[src/rtl/ryuv_pkg.sv]
// Package for the RGB to planar YUV 4:2:0 converter.
// Holds the port and job types, the frame limits and the back-end sequencer states.
// No dependencies.
package ryuv_pkg;

  localparam int unsigned MaxWidth     = 4096;
  localparam int unsigned MaxHeight    = 4096;
  localparam int unsigned DimWidth     = 13;
  localparam int unsigned CountWidth   = 12;
  localparam int unsigned AddrWidth    = 24;
  localparam int unsigned CfgIdxWidth  = 4;
  localparam int unsigned CfgDataWidth = 13;
  localparam int unsigned QueueDepth   = 2;

  localparam logic [DimWidth-1:0] WidthReset  = 13'd640;
  localparam logic [DimWidth-1:0] HeightReset = 13'd480;

  localparam logic [CfgIdxWidth-1:0] RegImageWidth  = 4'd0;
  localparam logic [CfgIdxWidth-1:0] RegImageHeight = 4'd1;

  localparam logic [1:0] PlaneY = 2'd0;
  localparam logic [1:0] PlaneU = 2'd1;
  localparam logic [1:0] PlaneV = 2'd2;

  typedef struct packed {
    logic [7:0] red;
    logic [7:0] green;
    logic [7:0] blue;
  } pix_t;

  typedef struct packed {
    logic [1:0]           plane;
    logic [AddrWidth-1:0] sample_address;
    logic [7:0]           sample_value;
    logic                 last_of_run;
    logic                 frame_done;
  } res_t;

  typedef struct packed {
    pix_t                 pix;
    logic [AddrWidth-1:0] luma_addr;
    logic [AddrWidth-1:0] chroma_addr;
    logic                 has_chroma;
    logic                 last_pixel;
  } job_t;

  typedef enum logic [1:0] {
    BkLoad,
    BkEmitY,
    BkEmitU,
    BkEmitV
  } back_state_e;

endpackage

[src/rtl/ryuv_front.sv]
// Front end: configuration registers, raster position and sample addresses.
// Classifies each accepted pixel into a job for the queue. Uses ryuv_pkg.
module ryuv_front (
  input  logic                            clk_i,
  input  logic                            rst_ni,
  input  logic                            cfg_valid_i,
  input  logic [ryuv_pkg::CfgIdxWidth-1:0]  cfg_index_i,
  input  logic [ryuv_pkg::CfgDataWidth-1:0] cfg_data_i,
  input  logic                            push_i,
  input  ryuv_pkg::pix_t                  pixel_i,
  input  logic                            q_full_i,
  output logic                            q_push_o,
  output ryuv_pkg::job_t                  job_o
);

  logic [ryuv_pkg::DimWidth-1:0]   width_q, width_d, height_q, height_d;
  logic [ryuv_pkg::DimWidth-1:0]   w_eff, h_eff;
  logic [ryuv_pkg::CountWidth-1:0] col_q, col_d, row_q, row_d;
  logic [ryuv_pkg::AddrWidth-1:0]  luma_q, luma_d, cbase_q, cbase_d;
  logic                            col_last, row_last, cfg_hit;

  always_comb begin
    if (width_q < 13'd2) begin
      w_eff = 13'd2;
    end else if (width_q > ryuv_pkg::DimWidth'(ryuv_pkg::MaxWidth)) begin
      w_eff = ryuv_pkg::DimWidth'(ryuv_pkg::MaxWidth);
    end else begin
      w_eff = width_q;
    end
    if (height_q < 13'd2) begin
      h_eff = 13'd2;
    end else if (height_q > ryuv_pkg::DimWidth'(ryuv_pkg::MaxHeight)) begin
      h_eff = ryuv_pkg::DimWidth'(ryuv_pkg::MaxHeight);
    end else begin
      h_eff = height_q;
    end
  end

  assign col_last = ({1'b0, col_q} == w_eff - 13'd1);
  assign row_last = ({1'b0, row_q} == h_eff - 13'd1);
  assign q_push_o = push_i && !q_full_i;
  assign cfg_hit  = cfg_valid_i &&
                    (cfg_index_i == ryuv_pkg::RegImageWidth ||
                     cfg_index_i == ryuv_pkg::RegImageHeight);

  always_comb begin
    job_o.pix         = pixel_i;
    job_o.luma_addr   = luma_q;
    job_o.chroma_addr = cbase_q + ryuv_pkg::AddrWidth'(col_q >> 1);
    job_o.has_chroma  = !row_q[0] && !col_q[0];
    job_o.last_pixel  = col_last && row_last;
  end

  always_comb begin
    width_d  = width_q;
    height_d = height_q;
    col_d    = col_q;
    row_d    = row_q;
    luma_d   = luma_q;
    cbase_d  = cbase_q;
    if (cfg_hit) begin
      if (cfg_index_i == ryuv_pkg::RegImageWidth) begin
        width_d = cfg_data_i;
      end else begin
        height_d = cfg_data_i;
      end
      col_d   = '0;
      row_d   = '0;
      luma_d  = '0;
      cbase_d = '0;
    end else if (q_push_o) begin
      if (col_last) begin
        col_d = '0;
        if (row_last) begin
          row_d   = '0;
          luma_d  = '0;
          cbase_d = '0;
        end else begin
          row_d  = row_q + 12'd1;
          luma_d = luma_q + 24'd1;
          if (row_q[0]) begin
            cbase_d = cbase_q + ryuv_pkg::AddrWidth'(w_eff >> 1);
          end
        end
      end else begin
        col_d  = col_q + 12'd1;
        luma_d = luma_q + 24'd1;
      end
    end
  end

  always_ff @(posedge clk_i or negedge rst_ni) begin
    if (!rst_ni) begin
      width_q  <= ryuv_pkg::WidthReset;
      height_q <= ryuv_pkg::HeightReset;
      col_q    <= '0;
      row_q    <= '0;
      luma_q   <= '0;
      cbase_q  <= '0;
    end else begin
      width_q  <= width_d;
      height_q <= height_d;
      col_q    <= col_d;
      row_q    <= row_d;
      luma_q   <= luma_d;
      cbase_q  <= cbase_d;
    end
  end

endmodule

[src/rtl/ryuv_queue.sv]
// Short job queue between the front end and the back end.
// Two entries of ryuv_pkg::job_t. Uses ryuv_pkg.
module ryuv_queue (
  input  logic           clk_i,
  input  logic           rst_ni,
  input  logic           push_i,
  input  ryuv_pkg::job_t job_i,
  output logic           full_o,
  input  logic           pop_i,
  output logic           empty_o,
  output ryuv_pkg::job_t job_o
);

  localparam int unsigned PtrWidth = $clog2(ryuv_pkg::QueueDepth);
  localparam int unsigned CntWidth = $clog2(ryuv_pkg::QueueDepth + 1);

  ryuv_pkg::job_t        mem_q [ryuv_pkg::QueueDepth];
  logic [PtrWidth-1:0]   wr_q, wr_d, rd_q, rd_d;
  logic [CntWidth-1:0]   cnt_q, cnt_d;
  logic                  do_push, do_pop;

  assign full_o  = (cnt_q == CntWidth'(ryuv_pkg::QueueDepth));
  assign empty_o = (cnt_q == '0);
  assign do_push = push_i && !full_o;
  assign do_pop  = pop_i && !empty_o;
  assign job_o   = mem_q[rd_q];

  always_comb begin
    wr_d  = do_push ? PtrWidth'(wr_q + 1'b1) : wr_q;
    rd_d  = do_pop ? PtrWidth'(rd_q + 1'b1) : rd_q;
    cnt_d = cnt_q;
    if (do_push && !do_pop) begin
      cnt_d = cnt_q + 1'b1;
    end else if (do_pop && !do_push) begin
      cnt_d = cnt_q - 1'b1;
    end
  end

  always_ff @(posedge clk_i) begin
    if (do_push) begin
      mem_q[wr_q] <= job_i;
    end
  end

  always_ff @(posedge clk_i or negedge rst_ni) begin
    if (!rst_ni) begin
      wr_q  <= '0;
      rd_q  <= '0;
      cnt_q <= '0;
    end else begin
      wr_q  <= wr_d;
      rd_q  <= rd_d;
      cnt_q <= cnt_d;
    end
  end

  assert property (@(posedge clk_i) disable iff (!rst_ni)
    cnt_q <= CntWidth'(ryuv_pkg::QueueDepth))
    else $error("queue count beyond depth");

endmodule

[src/rtl/ryuv_back.sv]
// Back end: luma and chroma arithmetic and the result sequencer.
// Pops jobs from ryuv_queue and fills the output register. Uses ryuv_pkg.
module ryuv_back (
  input  logic           clk_i,
  input  logic           rst_ni,
  input  logic           q_empty_i,
  input  ryuv_pkg::job_t job_i,
  output logic           q_pop_o,
  input  logic           pop_i,
  output logic           empty_o,
  output ryuv_pkg::res_t result_o
);

  function automatic logic [7:0] chroma_sat(input logic [7:0] minu, input logic [7:0] luma,
                                            input logic [15:0] k);
    logic        neg;
    logic [7:0]  mag;
    logic [23:0] prod;
    logic [7:0]  scaled;
    logic [7:0]  res;
    neg    = minu < luma;
    mag    = neg ? luma - minu : minu - luma;
    prod   = 24'(mag) * 24'(k);
    scaled = prod[23:16];
    if (neg) begin
      res = (scaled > 8'd128) ? 8'd0 : 8'd128 - scaled;
    end else begin
      res = (scaled > 8'd127) ? 8'd255 : 8'd128 + scaled;
    end
    return res;
  endfunction

  ryuv_pkg::back_state_e state_q, state_d;
  ryuv_pkg::job_t        job_q;
  logic [7:0]            y_q, u_q, v_q, c_val;
  logic [23:0]           luma_sum;
  logic                  out_valid_q, out_valid_d, slot_free, emit;
  ryuv_pkg::res_t        out_q, emit_res;

  assign slot_free = !out_valid_q || pop_i;
  assign luma_sum  = 24'(job_i.pix.red) * 24'd19595 + 24'(job_i.pix.green) * 24'd38470 +
                     24'(job_i.pix.blue) * 24'd7471;
  assign c_val     = (state_q == ryuv_pkg::BkEmitY) ?
                     chroma_sat(job_q.pix.blue, y_q, 16'd37028) :
                     chroma_sat(job_q.pix.red, y_q, 16'd46727);

  always_comb begin
    state_d = state_q;
    case (state_q)
      ryuv_pkg::BkLoad: begin
        if (!q_empty_i) state_d = ryuv_pkg::BkEmitY;
      end
      ryuv_pkg::BkEmitY: begin
        if (slot_free) state_d = job_q.has_chroma ? ryuv_pkg::BkEmitU : ryuv_pkg::BkLoad;
      end
      ryuv_pkg::BkEmitU: begin
        if (slot_free) state_d = ryuv_pkg::BkEmitV;
      end
      ryuv_pkg::BkEmitV: begin
        if (slot_free) state_d = ryuv_pkg::BkLoad;
      end
      default: state_d = ryuv_pkg::BkLoad;
    endcase
  end

  always_comb begin
    q_pop_o  = 1'b0;
    emit     = 1'b0;
    emit_res = '0;
    case (state_q)
      ryuv_pkg::BkLoad: begin
        q_pop_o = !q_empty_i;
      end
      ryuv_pkg::BkEmitY: begin
        emit                    = slot_free;
        emit_res.plane          = ryuv_pkg::PlaneY;
        emit_res.sample_address = job_q.luma_addr;
        emit_res.sample_value   = y_q;
        emit_res.last_of_run    = !job_q.has_chroma;
        emit_res.frame_done     = !job_q.has_chroma && job_q.last_pixel;
      end
      ryuv_pkg::BkEmitU: begin
        emit                    = slot_free;
        emit_res.plane          = ryuv_pkg::PlaneU;
        emit_res.sample_address = job_q.chroma_addr;
        emit_res.sample_value   = u_q;
      end
      ryuv_pkg::BkEmitV: begin
        emit                    = slot_free;
        emit_res.plane          = ryuv_pkg::PlaneV;
        emit_res.sample_address = job_q.chroma_addr;
        emit_res.sample_value   = v_q;
        emit_res.last_of_run    = 1'b1;
        emit_res.frame_done     = job_q.last_pixel;
      end
      default: begin
        q_pop_o = 1'b0;
      end
    endcase
  end

  always_comb begin
    out_valid_d = out_valid_q;
    if (emit) begin
      out_valid_d = 1'b1;
    end else if (pop_i) begin
      out_valid_d = 1'b0;
    end
  end

  assign empty_o  = !out_valid_q;
  assign result_o = out_q;

  always_ff @(posedge clk_i) begin
    if (q_pop_o) begin
      job_q <= job_i;
      y_q   <= luma_sum[23:16];
    end
    if (state_q == ryuv_pkg::BkEmitY) u_q <= c_val;
    if (state_q == ryuv_pkg::BkEmitU) v_q <= c_val;
    if (emit) out_q <= emit_res;
  end

  always_ff @(posedge clk_i or negedge rst_ni) begin
    if (!rst_ni) begin
      state_q     <= ryuv_pkg::BkLoad;
      out_valid_q <= 1'b0;
    end else begin
      state_q     <= state_d;
      out_valid_q <= out_valid_d;
    end
  end

  assert property (@(posedge clk_i) disable iff (!rst_ni)
    (state_q == ryuv_pkg::BkEmitU || state_q == ryuv_pkg::BkEmitV) |-> job_q.has_chroma)
    else $error("chroma emitted for a pixel without chroma");

  assert property (@(posedge clk_i) disable iff (!rst_ni)
    (out_valid_q && out_q.frame_done) |-> out_q.last_of_run)
    else $error("frame end not on the last result of a pixel");

  assert property (@(posedge clk_i) disable iff (!rst_ni)
    (out_valid_q && out_q.plane == ryuv_pkg::PlaneU) |-> !out_q.last_of_run)
    else $error("U sample marked as last of run");

  assert property (@(posedge clk_i) disable iff (!rst_ni)
    (out_valid_q && !pop_i) |=> ($stable(out_q) && out_valid_q))
    else $error("waiting result overwritten");

endmodule

[src/rtl/rgb_to_yuv420_planar.sv]
// RGB to planar YUV 4:2:0 converter, top level.
// Instantiates ryuv_front, ryuv_queue and ryuv_back. Uses ryuv_pkg.
//
// Pixels enter in raster order through a queue-style port (push/full) and
// results leave through another (empty/pop). Every pixel gives a luma sample;
// a pixel on an even row and even column also gives U and V, in the order Y,
// U, V. The back-end sequencer sets the rate: a pixel passes a load state and
// then one emit state per result; the next pixel loads only after the last
// result of the one before. A two-entry job queue and the output register let
// input and output stall independently. A width or height write restarts the
// frame at row 0, column 0; cfg_ready_o is always high.
module rgb_to_yuv420_planar (
  input  logic                              clk_i,
  input  logic                              rst_ni,
  input  logic                              cfg_valid_i,
  output logic                              cfg_ready_o,
  input  logic [ryuv_pkg::CfgIdxWidth-1:0]  cfg_index_i,
  input  logic [ryuv_pkg::CfgDataWidth-1:0] cfg_data_i,
  input  logic                              push,
  output logic                              full,
  input  ryuv_pkg::pix_t                    pixel_i,
  output logic                              empty,
  input  logic                              pop,
  output ryuv_pkg::res_t                    result_o
);

  logic           q_push, q_full, q_pop, q_empty;
  ryuv_pkg::job_t front_job, back_job;

  assign cfg_ready_o = 1'b1;
  assign full        = q_full;

  ryuv_front u_front (
    .clk_i       (clk_i),
    .rst_ni      (rst_ni),
    .cfg_valid_i (cfg_valid_i),
    .cfg_index_i (cfg_index_i),
    .cfg_data_i  (cfg_data_i),
    .push_i      (push),
    .pixel_i     (pixel_i),
    .q_full_i    (q_full),
    .q_push_o    (q_push),
    .job_o       (front_job)
  );

  ryuv_queue u_queue (
    .clk_i   (clk_i),
    .rst_ni  (rst_ni),
    .push_i  (q_push),
    .job_i   (front_job),
    .full_o  (q_full),
    .pop_i   (q_pop),
    .empty_o (q_empty),
    .job_o   (back_job)
  );

  ryuv_back u_back (
    .clk_i     (clk_i),
    .rst_ni    (rst_ni),
    .q_empty_i (q_empty),
    .job_i     (back_job),
    .q_pop_o   (q_pop),
    .pop_i     (pop),
    .empty_o   (empty),
    .result_o  (result_o)
  );

endmodule
[config.mk]
export PLATFORM = sky130hd
export DESIGN_NAME = rgb_to_yuv420_planar
export DESIGN_NICKNAME = d
export VERILOG_FILES = /design/src/rtl/ryuv_pkg.sv /design/src/rtl/ryuv_front.sv /design/src/rtl/ryuv_queue.sv /design/src/rtl/ryuv_back.sv /design/src/rtl/rgb_to_yuv420_planar.sv
export SDC_FILE = /design/constraint.sdc
export NUM_CORES = 1
export LEC_CHECK = 0
export CORE_AREA = 3 3 210 212
export CTS_CLUSTER_DIAMETER = 30
export DETAILED_ROUTE_END_ITERATION = 10
export DIE_AREA = 0 0 213 215
export DONT_BUFFER_PORTS = 1
export GPL_TIMING_DRIVEN = 0
export HOLD_SLACK_MARGIN = 0.06
export PLACE_DENSITY = 0.82
export SLEW_MARGIN = 20
export SYNTH_ARGS = -nofsm -noshare
export SYNTH_HDL_FRONTEND = slang
export SYNTH_SLANG_ARGS = --single-unit
[constraint.sdc]
create_clock -name clk_i -period 14.3 [get_ports clk_i]
set_clock_uncertainty 0.05 [all_clocks]
set_input_delay 1.43 -clock clk_i [delete_from_list [all_inputs] [get_ports clk_i]]
set_output_delay 1.43 -clock clk_i [all_outputs]
set_load 0.01 [all_outputs]
### Word-level counts from Yosys, hierarchy flattened

Memories as Yosys holds them, arrays and structs flattened.
Cells that the tools add are included.

* flip-flop bits (word level): 231
* RAM bits: 148
* bits of input ports: 46
* output and inout port bits: 39
* word-level logic and storage cells: 152
* memories: 1

* add/subtract/negate cells: 21
* multipliers: 5
* $lt $le $gt $ge: 10
* equal/unequal tests: 11
* muxes and demuxes: 45
* bitwise logic cells: 1
* reduce and logical (&&, ||, !) cells: 33

Memory list
* u_queue.mem_q: depth 2, bits a word 74, rd ports 1, clocked after memory_dff 0, wr ports 1, RTL line ryuv_queue.sv:17 `ryuv_pkg::job_t mem_q [ryuv_pkg::QueueDepth];`

Operators with widths (count)
* 24-bit 2-to-1 mux: 9
* 34-bit one-hot mux with 3 select lines: 1
* 12-bit 2-to-1 mux: 7
* 8-bit 2-to-1 mux: 9
* 13-bit 2-to-1 mux: 4
* 8-bit by 15-bit multiplier with 23-bit output (second input constant): 2
* 8-bit subtractor: 4
* 12-bit by 13-bit equality test with 1-bit output: 2
* 13-bit > comparator (second input constant): 2
* 13-bit by 2-bit less-than comparator with 1-bit output (second input constant): 2
* 13-bit by 1-bit subtractor with 13-bit output (second input constant): 2
* 12-bit by 1-bit adder with 12-bit output (second input constant): 2
* 23-bit by 24-bit adder with 24-bit output: 1
* 24-bit by 1-bit adder with 24-bit output (second input constant): 1
* 24-bit by 11-bit adder with 24-bit output: 1
* 24-bit by 12-bit adder with 24-bit output: 1
* 24-bit by 21-bit adder with 24-bit output: 1
* 8-bit by 16-bit multiplier with 24-bit output (second input constant): 1
* 8-bit by 14-bit multiplier with 22-bit output (second input constant): 1
* 8-bit by 13-bit multiplier with 21-bit output (second input constant): 1
* 8-bit adder (first input constant): 2
* 8-bit by 7-bit > comparator with 1-bit output (second input constant): 2
* 8-bit > comparator (second input constant): 2
* 8-bit less-than comparator: 2
* other kinds (25): 64

### Longest topological paths before layout

Gate-level depths: netlist of run 1.

* depth in word-level cells: 9
* mapped depth: 40
* depth with buffers taken out: 40

### Hierarchy

A second synthesis of run 1 with hierarchy kept.

* cells, all modules: 2657
* area, all modules: 29049.1 µm²

Modules (own cells, without submodules)
* ryuv_back: times used 1, cells each 1502, area each 15673.8 µm², sequential area each 3858.7 µm²
* ryuv_front: times used 1, cells each 904, area each 7624.8 µm², sequential area each 2459.9 µm²
* ryuv_queue: times used 1, cells each 249, area each 5739.3 µm², sequential area each 4544.4 µm²
* rgb_to_yuv420_planar: times used 1, cells each 2, area each 11.3 µm², sequential area each 0.0 µm²

### Worst setup path before layout of run 1

OpenSTA, ideal clock, no wires.

* kind: reg-to-reg
* from: register u_queue.rd_q
* to: register u_back.y_q[7], data pin
* library setup time: 259 ps
* arrival time: 8553 ps
* required time: 13991 ps
* path slack: 5438 ps
* cell stages (with the launch flop): 37
* path buffers: 2
* period minus slack after synthesis: 8862 ps
* path through: dfrtp_1 > clkbuf_1 > buf_1 > mux2i_1 > inv_1 > ha_1 > inv_1 > fa_1 > fa_1 > inv_1 > ha_1 > and3b_1 > o21a_1 > o21ai_0 > a21oi_1 > o21a_1 > o21ai_0 > nor2b_1 > xnor2_1 > fa_1 > fa_1 > inv_1 > fa_1 > fa_1 > inv_1 > ha_1 > a21o_1 > a21o_1 > nor4_1 > o21ai_0 > nor4b_1 > o31a_1 > o21a_1 > o21ai_0 > nand2b_1 > xor2_1 > xnor2_1

* longest elaborated chain between the ends: 4
* elaborated cells on any way between the ends: 6
* classes of those cells: add/sub (2); mul (3); memory (1)

Ends and longest elaborated chain
* from (decl): RTL line ryuv_queue.sv:18 `logic [PtrWidth-1:0] wr_q, wr_d, rd_q, rd_d;`
* from (signal assigned): RTL line ryuv_queue.sv:52 `rd_q <= rd_d;`
* memory read 2 x 74 bit *
* 8-bit by 15-bit multiplier with 23-bit output: RTL line ryuv_back.sv:41 `assign luma_sum = 24'(job_i.pix.red) * 24'd19595 + 24'(job_i.pix.green) * 24'd38470 +`
* 23-bit by 24-bit adder with 24-bit output: RTL line ryuv_back.sv:41
* 24-bit by 21-bit adder with 24-bit output *: RTL line ryuv_back.sv:41
* via u_back.luma_sum[23]: RTL line ryuv_back.sv:36 `logic [23:0] luma_sum;`
* to (signal assigned): RTL line ryuv_back.sv:117 `y_q <= luma_sum[23:16];`
* to (decl): RTL line ryuv_back.sv:35 `logic [7:0] y_q, u_q, v_q, c_val;`

The timed path passes the listed nets; every way through them passes the cells marked *.
A chain may end at the register's enable or synchronous reset.

### Worst setup path in the final report of run 1

Ends and elaborated chain as after synthesis.

==> summary.txt, run 1 <==
Route
  – Residual DRC: 0
  – Via count: 19440
  – Vias per cell: 6.141
  – 1st-pass router iterations: 6
  – Initial drt markers: 1809
  – Final WL: 67.23 mm
  – Antenna viol nets, final: 0
  – Post-detailed-route wirelength per cell: 21.24 um

Clock tree
  – TritonCTS clock tree: yes
  – Root Buffer: clkbuf_16
  – CTS clk-pin slew, worst paths: 0.05 ns
  – # hold bufs at CTS: 0
  – Clock Tree Buf Depth: 3
  – CTS resizes: 0
  – Num Clock Sinks: 379
  – Postcts setup bufs: 0
  – H-tree depth: 3
  – Worst skew pair latency: 0.61 ns
  – CTS Buf Count: 73

Synth
  – Avg Cell Area, Syn: 11.07 um^2
  – Synth Flop Type: edfxtp_1
  – Seq cells post-synth: 379
  – Synthesized netlist cell count: 2481
  – Synth Warn #: 0
  – Synth area leader: edfxtp_1
  – Cell variety after synth: 77
  – Post-synth EDFFs: 274
  – Largest cells by area after synthesis: edfxtp_1, ha_1, fa_1
  – Syn_nets: 3007
  – Async S/R FF share, synth: 27.70%
  – Cell area after synthesis: 0.02746 mm^2
  – Top-area cell type share of the netlist area: 29.96%
  – Sequential element share of the synthesized area: 39.56%

Global routing
  – Grt total ovfl: 0
  – First-pass GRT wire length: 107.4 mm
  – Vias in the first global route: 20230
  – Total track usage: 29.84%
  – Largest net degree at the start of global routing: 106
  – Initial antenna violation count: 3

STA
  – Final period utilization: 75.38%
  – Setup-failing EPs final: 0
  – Final Critical Period: 10.78 ns
  – Final hold vios: 0
  – Fin Setup TNS: 0 ns
  – Worst-Margin Slew: 1.062 ns
  – RSZ-0062 raised after global routing: no
  – FMAX: 92.77 MHz
  – Slew HR: 28.42%
  – Final Max Tran Viols: 0

Finish
  – Area growth syn-to-layout: 12.64%
  – Layout cells sized above 1: 10.14%
  – Final #Nets: 3088
  – Non-Filler Instances: 3165

Worst setup path
  – Setup CP Type: flip-flop to flip-flop
  – CP max stage cell: clkbuf_1
  – CP Capture Type: flip-flop
  – Largest stage delay, worst path: 0.70 ns
  – CP Max Fanout: 10
  – Cell mode on critical path: fa_1
  – Critical Path AT: 11.05 ns
  – Data required, critical path: 14.58 ns
  – Worst Setup Start Kind: flip-flop

Place
  – Placed Instances: 3026
  – Gpl congestion: 0.9468
  – DP Wirelength: 48.87 mm
  – PortBufs: 0

Die
  – Num ports: 85
  – Die area: 0.04580 mm^2
  – FP Rows: 75
  – Die Height: 215 um
  – DIE WIDTH: 213 um
  – Core Region: 0.04213 mm^2
  – Starting Density: 65.17%

Job
  – Max-Cap Viols: 0

Min path
  – Worst Hold Class: flip-flop to flip-flop

Status
  – Outcome: finished clean
-- cell type report --
cell class / count / area (um^2)
Timing Repair Buffer: 6 / 157.7
Clock buffer: 84 / 1941
Multi-Input combinational cell: 1661 / 14960
Clock inverter: 51 / 645.6
Inverter: 376 / 1414
Buffer: 65 / 261.5
Tap cell: 539 / 674.4
Antenna cell: 4 / 10.01
Fill cell: 2645 / 11200
Sequential cell: 379 / 10860
-- synthesized netlist by cell type, types with 33 or more instances --
cell type and count:
a22o_1 33, nand2_1 132, a21oi_1 80, xor2_1 57, inv_1 375, fa_1 155
nand2b_1 35, o21ai_0 132, xnor2_1 79, dfrtp_1 99, clkbuf_1 53, nand3_1 42
nor3_1 34, a21o_1 34, nor2_1 122, ha_1 325, and3_1 35, edfxtp_1 274
mux2_2 96
-- registers in the layout, summed over array words and instances (netlist names), 12 cells and up, named ones only --
register and flops:
u_front.height_q 13, u_back.job_q 66, u_front.luma_q 24, u_front.width_q 13, u_back.result_o 36, u_queue.mem_q 148, u_front.cbase_q 24, u_front.col_q 12
u_front.row_q 12
-- routing by layer --
layer | vias to the layer above | part of all wire [%] | track usage [%]
met5 | - | 0.034 | 0
met4 | 4 | 4.0 | 11.82
met3 | 190 | 6.2 | 4.667
met2 | 808 | 50 | 51.09
met1 | 9629 | 39 | 38.08
li1 | 8806 | - | -
-- cell usage in the layout, fill, tap and decap left out, drive strengths merged, types with 9 or more instances in the layout --
master    n
dfrtp    99
o31ai    10
o21bai   11
clkbuf  137
nand2   132
ha      325
a21o     34
or4       9
inv     390
mux2i    26
o21ai   136
a21oi    80
nand4    15
a211oi    9
nor2    122
xor2     57
clkinv   21
a22o     33
bufinv    9
nand3    42
nand2b   35
edfxtp  274
buf      18
nor3     36
xnor2    79
mux2     96
nor2b    29
fa      155
o21a     17
or3      11
and3     35
a31oi    11
-- per-stage QoR --
stage	cell area (um^2)	hold WS, ns	utilization (%)	setup slack, ns
after CTS	30900	0.4549	73.34	3.667
final	30930	0.4663	73.41	3.521
after global routing	30920	0.4615	73.40	3.115
after floorplan	27460	0.4087	-	5.438
after detailed placement	28310	0.4489	67.20	3.812
after global placement	28130	0.4229	66.77	3.538
-- path summary, 6_finish.rpt --
kind	cells past startpoint	endpoint	slack, ns	start
setup reg to reg	36	u_back.y_q[7]	3.52	u_queue.rd_q
max in group asynchronous	0	u_back.out_valid_q	13.53	rst_ni
hold / removal	1	u_queue.cnt_q[1]	0.47	u_queue.cnt_q[1]
setup / recovery	36	u_back.y_q[7]	3.52	u_queue.rd_q
min in group asynchronous	0	u_front.height_q[10]	0.49	rst_ni
hold reg to reg	1	u_queue.cnt_q[1]	0.47	u_queue.cnt_q[1]
-- worst max-delay path, delay by kind of cell, from the launching register on --
family                     cells  cell delay, ns
DFF                            1            0.39
muxes                          1            0.32
AOI/OAI and AO/OA             11            2.40
xor gates and xnor gates       3            0.47
buffers and inverters          7            1.73
and+or+nand+nor                5            1.00
adders and majority gates      9            4.13
-- kinds of logic (layout without fill, tap and decap cells) --
family                   after synthesis  in the layout  synth area share [%]
AND/OR/NAND/NOR                      508            508                 9.186
adder cells (fa/ha/maj)              480            480                 26.11
buffers and inverters                441            582                 6.088
AO/OA/AOI/OAI                        414            414                 9.820
flip-flops                           379            379                 39.56
XOR/XNOR                             136            136                 4.338
multiplexers                         122            122                 4.885
other                                  1              5               0.01366
Power of run 1 is left out: the tool's default activity adds up to more than one toggle a clock period on the data nets, which glitch-free logic cannot reach.
==> run 2, diff against run 1 <==
--- a/config.mk
+++ b/config.mk
@@ -5,14 +5,14 @@
 export SDC_FILE = /design/constraint.sdc
 export NUM_CORES = 1
 export LEC_CHECK = 0
-export CORE_AREA = 3 3 210 212
+export CORE_AREA = 3 3 220 222
 export CTS_CLUSTER_DIAMETER = 30
 export DETAILED_ROUTE_END_ITERATION = 10
-export DIE_AREA = 0 0 213 215
+export DIE_AREA = 0 0 223 225
 export DONT_BUFFER_PORTS = 1
 export GPL_TIMING_DRIVEN = 0
 export HOLD_SLACK_MARGIN = 0.06
-export PLACE_DENSITY = 0.82
+export PLACE_DENSITY = 0.79
 export SLEW_MARGIN = 20
 export SYNTH_ARGS = -nofsm -noshare
 export SYNTH_HDL_FRONTEND = slang
==> constraint.sdc (replaced) <==
create_clock -name clk_i -period 8.9 [get_ports clk_i]
set_clock_uncertainty 0.05 [all_clocks]
set_input_delay 0.89 -clock clk_i [delete_from_list [all_inputs] [get_ports clk_i]]
set_output_delay 0.89 -clock clk_i [all_outputs]
set_load 0.01 [all_outputs]
==> run 2 against run 1 <==
  * Routed wire length shrank 4.9%
  * Global-route usage fell by 4.3 points
  * Final cell count rose by 2.6%
  * Worst hold slack lost 0.32 ns
  * Maximum frequency rose by 24%
  * Non-clock buffer count grew 20
  * Sequential share of layout area fell by 0.48 points
  * Cell area up 1.4%
  * First-iteration DRC count fell by 14%
  * Highest routed layer is now met4
  * Via count down 1.8%
==> summary.txt, run 2 (synthesis gave the netlist of run 1 again) <==
Finish
  – Top reg by flops: u_queue.mem_q
  – Antenna Diode Count: 0
  – Filler cells: 3231
  – Max FFs per register: 148
  – Area of the multi-input gates: 0.01514 mm^2
  – Layout cells sized above 1: 11.82%
  – Area growth syn-to-layout: 14.23%
  – FF+latch area: 0.01087 mm^2
  – Final #Nets: 3107
  – Commonest non-fill, non-tap cell in the layout: inv_1
  – Most frequent cells in the layout: inv_1, ha_1, edfxtp_1

Job
  – Max-Cap Viols: 0

STA
  – Final worst setup slack: 0.1998 ns
  – Final hold vios: 0
  – Final period utilization: 97.76%
  – Worst-Margin Slew: 1.120 ns
  – Final Max Tran Viols: 0
  – Final Critical Period: 8.700 ns
  – Fin Setup TNS: 0 ns
  – FMAX: 114.9 MHz
  – Slew HR: 24.68%
  – Setup-failing EPs final: 0

Global routing
  – Total track usage: 25.50%
  – Initial antenna violation count: 0
  – Grt total ovfl: 0
  – First-pass GRT wire length: 102.8 mm
  – Largest net degree at the start of global routing: 105
  – Vias in the first global route: 19990

Worst setup path
  – CP max stage cell: fa_1
  – Reg-to-reg slack, setup: 0.20 ns
  – Cell mode on critical path: fa_1
  – Setup CP Type: flip-flop to flip-flop
  – Crit Reg-Reg Startpoint: u_queue.rd_q
  – Data required, critical path: 9.19 ns
  – Largest stage delay, worst path: 0.56 ns
  – CP Max Fanout: 5
  – Worst Setup Start Kind: flip-flop
  – Critical Path AT: 8.99 ns
  – Reg2reg end: u_back.y_q[7]
  – Worst Reg-to-Reg Cells: 34
  – CP Capture Type: flip-flop

Route
  – Post-detailed-route wirelength per cell: 19.70 um
  – Vias per cell: 5.877
  – Residual DRC: 0
  – Antenna viol nets, final: 0
  – Initial drt markers: 1551
  – Via count: 19080
  – Final WL: 63.96 mm
  – 1st-pass router iterations: 5

Die
  – Core Region: 0.04656 mm^2
  – Num ports: 85
  – Die area: 0.05018 mm^2
  – Die Height: 225 um
  – Starting Density: 58.98%
  – DIE WIDTH: 223 um
  – FP Rows: 79

Clock tree
  – Worst skew pair latency: 0.61 ns
  – CTS Buf Count: 72
  – TritonCTS clock tree: yes
  – CTS clk-pin slew, worst paths: 0.05 ns
  – Root Buffer: clkbuf_16
  – H-tree depth: 3
  – Clock Tree Buf Depth: 3
  – Num Clock Sinks: 379

Status
  – Outcome: finished clean

Place
  – DP Wirelength: 46.96 mm
  – PortBufs: 0
  – Gpl congestion: 0.9056
  – Pre-CTS setup slack: -1.580 ns

Min path
  – Worst Hold Class: input port to asynchronous set/reset pin
## run 2: cell types whose count changed in the layout (fill, tap and decap cells not counted), sizes merged
cell / change
diode: -4
dlygate4sd3: +1
buf: +21
clkinv: +3
inv: -4
clkinvlp: +2
clkbuf: -5
## run 2: worst max-delay path, delay by kind of cell, from the launching register on
family / cells / cell delay [ns]
adder cells (fa/ha/maj): 9 / 3.89
XOR/XNOR: 3 / 0.42
multiplexers: 1 / 0.35
AO/OA/AOI/OAI: 11 / 2.02
flip-flops: 1 / 0.52
AND/OR/NAND/NOR: 5 / 0.82
buffers and inverters: 5 / 0.39
## run 2: layer usage
layer  up-vias  GRT usage, %  routed length (um)
met4         0         9.372                1872
li1       8822             -                   -
met1      9464         33.21               26330
met2       649         43.12               31590
met5         -             0                   0
met3       149         4.559                4160
## run 2: what timing repair did
| action | in CTS | in global routing |
|---|---|---|
| endpoints found under the hold margin | 104 | 0 |
| setup buffers | 3 | 16 |
| pin swaps | 0 | 12 |
| gates resized for setup | 24 | 29 |
| hold buffers | 2 | 0 |
| endpoints found under the setup margin | 24 | 20 |
## run 2: final cells by class
class                      instances  share of cell area [%]
multi-input combinational       1661                   48.26
sequential                       379                   34.64
clock buffer                      81                   6.015
inverter                         376                   4.527
tap                              607                   2.421
clock inverter                    52                   2.126
timing repair buffer              27                   1.077
buffer                            64                  0.9334
## run 2: how the worst max path moves through the flow
stage,startpoint,end,cells past startpoint
after floorplan,u_queue.rd_q,u_back.y_q[7],36
after global placement,u_queue.rd_q,u_back.y_q[7],36
after detailed placement,u_queue.rd_q,u_back.y_q[7],36
after CTS,u_queue.rd_q,u_back.y_q[7],35
after global routing,u_back.y_q[1],u_back.v_q[3],37
final,u_queue.rd_q,u_back.y_q[7],34
## run 2: per-stage QoR
step / hold slack [ns] / util, % / instances / cell area, um^2
2_1_floorplan: 0.4087 / - / 2481 / 27460
3_3_place_gp: 0.4248 / 60.61 / 3088 / 28220
3_5_place_dp: 0.4253 / 61.01 / 3094 / 28410
4_1_cts: 0.1721 / 66.80 / 3231 / 31100
5_1_grt: 0.1788 / 67.38 / 3247 / 31370
6_report: 0.1442 / 67.38 / 3247 / 31370
Power of run 2 is left out for the same reason.
==> run 3, diff against run 2 <==
--- a/config.mk
+++ b/config.mk
@@ -5,15 +5,15 @@
 export SDC_FILE = /design/constraint.sdc
 export NUM_CORES = 1
 export LEC_CHECK = 0
-export CORE_AREA = 3 3 220 222
+export CORE_AREA = 3 3 246 248
 export CTS_CLUSTER_DIAMETER = 30
 export DETAILED_ROUTE_END_ITERATION = 10
-export DIE_AREA = 0 0 223 225
+export DIE_AREA = 0 0 249 251
 export DONT_BUFFER_PORTS = 1
-export GPL_TIMING_DRIVEN = 0
 export HOLD_SLACK_MARGIN = 0.06
-export PLACE_DENSITY = 0.79
+export PLACE_DENSITY = 0.69
 export SLEW_MARGIN = 20
 export SYNTH_ARGS = -nofsm -noshare
 export SYNTH_HDL_FRONTEND = slang
+export SYNTH_HIERARCHICAL = 1
 export SYNTH_SLANG_ARGS = --single-unit
==> run 3 against run 2 <==
  * Utilization shrank 12 points
  * Die area increased by 25%
  * Final cell count grew 7.4%
  * Critical path depth down 2
  * First-iteration DRC count fell by 18%
  * Sequential share of layout area down 1.2 points
  * Maximum frequency is 3.4% higher
  * Cell area rose by 3.5%
  * Global-route usage fell by 4.2 points
  * Register-to-register slack improved by 0.29 ns
==> summary.txt, run 3 <==
Global routing
  – First-pass GRT wire length: 107.9 mm
  – Initial antenna violation count: 5
  – Total track usage: 21.31%
  – Grt total ovfl: 0
  – Vias in the first global route: 20290
  – Largest net degree at the start of global routing: 105

Route
  – Antenna viol nets, final: 0
  – Via count: 19820
  – Initial drt markers: 1272
  – Vias per cell: 5.683
  – Final WL: 66.02 mm
  – 1st-pass router iterations: 6
  – Residual DRC: 0
  – Post-detailed-route wirelength per cell: 18.93 um

Synth
  – Cell area after synthesis: 0.02905 mm^2
  – Synth Flop Type: edfxtp_1
  – Synth area leader: edfxtp_1
  – Async S/R FF share, synth: 27.70%
  – Synth Warn #: 6
  – Sequential element share of the synthesized area: 37.40%
  – Top-area cell type share of the netlist area: 28.32%
  – Synthesized netlist cell count: 2657
  – Avg Cell Area, Syn: 10.93 um^2
  – Post-synth EDFFs: 274
  – Top-count cell post-synth: inv_1
  – Seq cells post-synth: 379
  – Cell variety after synth: 102
  – Largest cells by area after synthesis: edfxtp_1, ha_1, fa_1
  – Top post-synthesis cells by count: inv_1, ha_1, edfxtp_1
  – Syn_nets: 3186

Clock tree
  – TritonCTS clock tree: yes
  – H-tree depth: 3
  – Num Clock Sinks: 379
  – CTS clk-pin slew, worst paths: 0.05 ns
  – Clock Tree Buf Depth: 3
  – Root Buffer: clkbuf_16
  – CTS Buf Count: 77
  – Worst skew pair latency: 0.63 ns

Die
  – Core Region: 0.05869 mm^2
  – Starting Density: 49.50%
  – DIE WIDTH: 249 um
  – Die area: 0.06250 mm^2
  – Num ports: 85
  – Die Height: 251 um
  – FP Rows: 89

Place
  – Gpl congestion: 0.9124
  – Placed inst area: 0.02958 mm^2
  – DP Wirelength: 49.02 mm
  – PortBufs: 0

Job
  – Max-Cap Viols: 0

STA
  – Fin Setup TNS: 0 ns
  – Hold Slack: 0.1601 ns
  – Worst-Margin Slew: 1.133 ns
  – FMAX: 118.8 MHz
  – Setup-failing EPs final: 0
  – Final hold vios: 0
  – RSZ-0062 raised after global routing: no
  – Final period utilization: 94.55%
  – Slew HR: 24.41%
  – Final Max Tran Viols: 0
  – Final Critical Period: 8.415 ns

Finish
  – Commonest non-fill, non-tap cell in the layout: inv_1
  – Most frequent cells in the layout: inv_1, ha_1, edfxtp_1
  – Final #Nets: 3181
  – Max FFs per register: 148
  – Layout cells sized above 1: 12.38%
  – Antenna Diode Count: 0
  – Final core occ: 55.35%
  – Finished Cell Area: 0.03248 mm^2
  – Area growth syn-to-layout: 11.81%
  – Top reg by flops: u_queue/mem_q

Worst setup path
  – Cell mode on critical path: fa_1
  – Data required, critical path: 9.18 ns
  – CP Max Fanout: 10
  – CP max stage cell: fa_1
  – Setup CP Type: flip-flop to flip-flop
  – Largest stage delay, worst path: 0.55 ns
  – Worst Setup Start Kind: flip-flop
  – Reg-to-reg slack, setup: 0.49 ns
  – Critical Path AT: 8.69 ns
  – CP Capture Type: flip-flop

Min path
  – Worst Hold Class: input port to asynchronous set/reset pin

Status
  – Outcome: finished clean
==> run 3: metal layers <==
layer	part of all wire, %	vias up	GRT usage [%]
met3	5.5	88	4.138
met4	1.8	4	5.319
met2	48	498	35.22
li1	-	9431	-
met1	45	9801	29.10
met5	0.055	-	0
==> run 3: critical path: cells and delay by family, from the launching register on <==
kind / cells / cell delay [ns]
compound gates: 10 / 1.90
xor+xnor: 2 / 0.27
buf+inv: 4 / 0.20
mux: 1 / 0.44
flops: 1 / 0.49
simple gates: 6 / 0.90
fa+ha+maj: 9 / 3.87
==> run 3: kinds of logic after synthesis <==
logic type	count (synthesis)	share of synthesized area, %
and+or+nand+nor	594	10.50
AOI/OAI and AO/OA	494	11.75
adders and majority gates	483	24.76
buffers and inverters	470	6.741
DFF	379	37.40
muxes	129	5.569
xor gates and xnor gates	107	3.278
other	1	0.01291
==> run 3: worst paths after layout <==
path / from / depth (start not counted) / end
setup reg to reg: u_queue/rd_q / 32 / u_back/y_q[7]
min in group clk_i: pixel_i[23] / 0 / u_queue/mem_q[0][73]
setup / recovery: u_queue/rd_q / 32 / u_back/y_q[7]
hold / removal: rst_ni / 1 / u_front/luma_q[15]
hold reg to reg: u_front/cbase_q[23] / 1 / u_front/cbase_q[23]
max in group asynchronous: rst_ni / 1 / u_front/height_q[5]
==> run 3: layout make-up <==
class | count | area (um^2)
fill | 4858 | 26210
sequential | 379 | 10870
timing repair buffer | 23 | 215.2
inverter | 363 | 1363
clock inverter | 55 | 710.7
tap | 773 | 967.2
multi-input combinational | 1808 | 16360
clock buffer | 87 | 1994
==> run 3: timing repair <==
| action | in CTS | in global routing |
|---|---|---|
| setup buffers | 0 | 5 |
| hold buffers | 2 | 0 |
| setup endpoints to repair | 0 | 17 |
| hold endpoints to repair | 104 | 0 |
| resized for setup | 0 | 16 |
==> run 3: stage by stage <==
stage / instances / setup WS, ns
after floorplan: 2657 / 0.8801
after global placement: 3338 / 0.4698
after detailed placement: 3338 / 0.2057
after CTS: 3482 / 0.1774
after global routing: 3488 / 0.02735
final: 3488 / 0.4852
Power of run 3 is left out for the same reason.
